`config.mk`:
```
export PLATFORM = sky130hd
export DESIGN_NAME = pcaw_ram
export DESIGN_NICKNAME = d
export VERILOG_FILES = /design/src/hw/rtl/pcaw_ram.sv
export SDC_FILE = /design/constraint.sdc
export NUM_CORES = 1
export LEC_CHECK = 0
export BUFFER_PORTS_ARGS = -buffer_cell sky130_fd_sc_hd__clkbuf_2
export CORE_UTILIZATION = 55
export CTS_BUF_LIST = sky130_fd_sc_hd__clkbuf_2
export DETAILED_ROUTE_END_ITERATION = 10
export PLACE_DENSITY = 0.72
export RECOVER_POWER = 25
export SLEW_MARGIN = 20
export SYNTH_ARGS = -nofsm -noshare
export SYNTH_HDL_FRONTEND = slang
export SYNTH_SLANG_ARGS = --single-unit
```
`constraint.sdc`:
```
create_clock -name clock -period 4.51 [get_ports clock]
set_input_delay 0.2255 -clock clock [delete_from_list [all_inputs] [get_ports clock]]
set_output_delay 0.2255 -clock clock [all_outputs]
set_load 0.01 [all_outputs]
```
`src/hw/rtl/pcaw_ram.sv`:
```
// ---------------------------------------------------------------------------
// Generic RAM
// One write port, one read port, read data registered.
// ---------------------------------------------------------------------------
`default_nettype none

module pcaw_ram #(
   parameter int WIDTH = 32,
   parameter int DEPTH = 16
) (
   input  wire logic                     clock,
   input  wire logic                     wr_en,
   input  wire logic [$clog2(DEPTH)-1:0] wr_addr,
   input  wire logic [WIDTH-1:0]         wr_data,
   input  wire logic                     rd_en,
   input  wire logic [$clog2(DEPTH)-1:0] rd_addr,
   output logic      [WIDTH-1:0]         rd_data
);

   logic [WIDTH-1:0] mem [DEPTH];
   logic [WIDTH-1:0] rd_data_ff;

   // Write and registered read
   always_ff @(posedge clock) begin
      if (wr_en) mem[wr_addr] <= wr_data;
      if (rd_en) rd_data_ff <= mem[rd_addr];
   end

   assign rd_data = rd_data_ff;

endmodule

`default_nettype wire

```
* Word-level counts from Yosys, hierarchy flattened
Memories as Yosys holds them, arrays and structs flattened. A register that Yosys moved wholly into a read port is not among the register bits. Index checks and enable logic that the tools add are counted.
Cells by class: muxes and demuxes 2
Operators by type and width (number):
- $mux 1 | 2
Word-level totals: bits in writable memories 512, memories kept 1, output and inout bits 32, register bits 0, input bits 43, logic and storage cells 3
Memories:
- mem | depth 16, bits a word 32, rd ports 1, clocked after memory_dff 1, write ports 1, line 20 | logic [WIDTH-1:0] mem [DEPTH];

* Depth between registers and ports, before layout
depth in word-level cells 2, mapped depth 5, mapped depth without buffers 3

* Least setup slack after synthesis
No wires, ideal clock.
path type input to register, from in wr_addr[2], to mem mem[0][0] (enable), required time 4.049 ns, data arrival time 2.944 ns, cell stages on the path 2, slack 1.105 ns, library setup time 0.461 ns, buffers on the path 0, cell sequence or3b_2 > nor3_1
RTL lines:
- start, declared | line 13 | input wire logic [$clog2(DEPTH)-1:0] wr_addr,
- end, declared | line 20
Straight into the memory's write port.

* Final worst setup path
from in wr_addr[3], to mem mem[7][27] (enable)
Straight into the memory's write port.

==> flow_metrics.tcl <==
set metrics [dict create \
    crit_fanout 20 \
    finalNetCount 1125 \
    cts_tree "done" \
    syn_nets 881 \
    row_count 69 \
    vias_per_cell 6.033 \
    cts_max_path_buffers 3 \
    drv_slew 0 \
    finalSetupViolCount 0 \
    rsz0062_at_grt "no" \
    fin_area_um2 22890 \
    postCtsResizedCells 0 \
    min_path_cells 2 \
    required_ps 5070 \
    worstReg2RegStart "mem[11][17]" \
    path_common_cell "dlygate4sd3_1" \
    worst-path-stages 6 \
    ys_seq_area_share_pct 80.97 \
    grt_pass1_wl_um 64070 \
    cp-start-kind "input pin" \
    path_cells "dlygate4sd3_1, clkbuf_2, nand3b_1, dlygate4sd3_1, nor2_4, buf_4" \
    peakVddDrop_v 0.0001793 \
    vias 9809 \
    tns_ps 0 \
    fp.dieArea_um2 37450 \
    dieWidth_um 193.5 \
    relSlewSlack_pct 27.55 \
    core_area_um2 35830 \
    period_share_pct 50.22 \
    setup_ws_ps 2245 \
    worstSetupEndpointType "flip-flop" \
    ys_warn_count 0 \
    status "complete, but fails checks" \
    wl_per_cell_um 26.15 \
    syn_to_final_growth_pct 13.46 \
    avgSynthCellArea_um2 24.07 \
    ys_top_cells_by_area "edfxtp_1, mux4_2, a22oi_1" \
    synth_ff_type "edfxtp_1" \
    rrSetupSlack_ps 3010 \
    grt_usage_pct 23.77 \
    crit_path_top_delay_cell "dlygate4sd3_1" \
    cp_data_arrival_time_ps 2820 \
    violations "design-rule violations" \
    drt_pass1_iterations 8 \
    die_h_um 193.5 \
    crit_type "input pin to flip-flop" \
    place_congestion 0.7309 \
    fmax_ghz 0.4416 \
    dp_cells 1362 \
    grt_pass1_vias 10524 \
    cts_buffers 132 \
    tightest_slew_ps 1084 \
    overflow 0 \
    synth_top_area_share_pct 80.97 \
    ys_types 17 \
    reg2reg_to "rd_data[17]" \
    root_buffer "clkbuf_2" \
    syn_inst 838 \
    fin_cells 1626 \
    hold_viol_final 0 \
    reg2reg_depth 3 \
    drive_above_1_share_pct 36.80 \
    critPathTopFamily "buffers and inverters" \
    initial_core_util_pct 56.31 \
    async_flop_share_pct 0 \
    dp_worst_setup_slack_ps 1973 \
    cp_slowest_stage_delay_ps 690 \
    grt_max_degree 77 \
    wirelength_um 42520 \
    route.detailed.drc 4 \
    synthTopCellsByCount "edfxtp_1, mux4_2, a22oi_1, nand2_1, clkbuf_1" \
    path_buf_inv 4 \
    drt_iter0_markers 961 \
    min_period_ps 2265 \
    cp-startpoint "wr_addr[3]" \
    fin_skew_ps 73.37 \
    postPlaceCellArea_um2 21300 \
    io_pins 75 \
    yosysTopAreaCell "edfxtp_1" \
    grt_antenna_before_repair 2 \
    maxCapViolations 0 \
    cts.sink_count 544 \
    ctsHtreeMaxLevel 4 \
    antenna_left 0 \
    total_power_mw 9.361 \
    numPortBuffers 74 \
    worst_skew_pair.late_latency_ps 1000 \
    min_to "mem[2][11]" \
    p_per_area_nw_per_um2 409.0 \
    synth.most_common_cell "edfxtp_1" \
    min-delay-start "wr_data[11]" \
    hpwl_um 21830 \
    ys_seq_elements 544 \
    total_leakage_power_nw 7.558 \
    fill_cells 2417 \
    cts.clk_slew.worst_paths_ps 110 \
    hold_class "input pin to flip-flop" \
    synth.cell_area_um2 20170 \
    synth_edf_count 544 \
]
layout by cell type (no fill, tap or decap), drive strengths merged, types with 2 or more instances in the layout:
cell,n
dlygate4sd3,46
nand2b,2
clkbuf,261
clkinv,17
edfxtp,544
inv,5
nand3b,2
nand2,33
mux4,128
bufinv,3
buf,34
nor3,4
a22oi,64
clkinvlp,2
nor2b,2
diode,2
nor2,13
what timing repair did:
action                                  in CTS  in global routing
hold buffers                                45                  1
setup buffers                                0                  0
hold endpoints to repair                   741                  1
endpoints found under the setup margin       0                  0
worst max path at each step:
stage	to	slack (ps)
5_1_grt	mem[7][27]	2310
4_1_cts	mem[6][27]	2400
6_report	mem[7][27]	2250
3_5_place_dp	rd_data[25]	1970
3_3_place_gp	rd_data[26]	2030
2_1_floorplan	mem[0][0]	1100
sequential cells by signal, indices dropped and copies added (netlist names):
signal	cells
mem	512
rd_data	32
cell families (layout without fill, tap and decap cells):
group | after synthesis | after routing | share of synthesized area, %
buffers and inverters | 43 | 368 | 1.104
AND/OR/NAND/NOR | 59 | 59 | 1.253
other | 0 | 2 | 0
AO/OA/AOI/OAI | 64 | 64 | 2.382
flip-flops | 544 | 544 | 80.97
multiplexers | 128 | 128 | 14.29
per-layer routing:
| layer | global-route usage [%] | part of all wire, % |
|---|---|---|
| met2 | 37.44 | 49 |
| met3 | 5.893 | 9.2 |
| met1 | 33.31 | 40 |
| met4 | 7.378 | 1.3 |
| met5 | 0 | 0 |
power breakdown:
part	switching (mW)	internal (mW)	total (mW)
Sequential	0.0336	5.69	5.72
Clock	1.85	1.27	3.12
Combinational	0.299	0.218	0.517
Total	2.18	7.18	9.36
area by class of cell:
class	instances	area, um2	share of cell area (%)
timing repair buffer	153	1091	4.767
clock buffer	188	940.9	4.111
sequential	544	16340	71.37
clock inverter	27	190.2	0.8309
tap	461	576.8	2.520
antenna	2	5.005	0.02187
multi-input combinational	251	3750	16.38
through the flow:
stage,hold slack (ps),utilization (%)
final,253.4,63.89
after global routing,157.2,63.89
after CTS,71.56,63.86
after detailed placement,624.3,59.44
after global placement,613.1,59.44
after floorplan,324.4,-
Note: power is estimated with default switching activity, not from simulation.
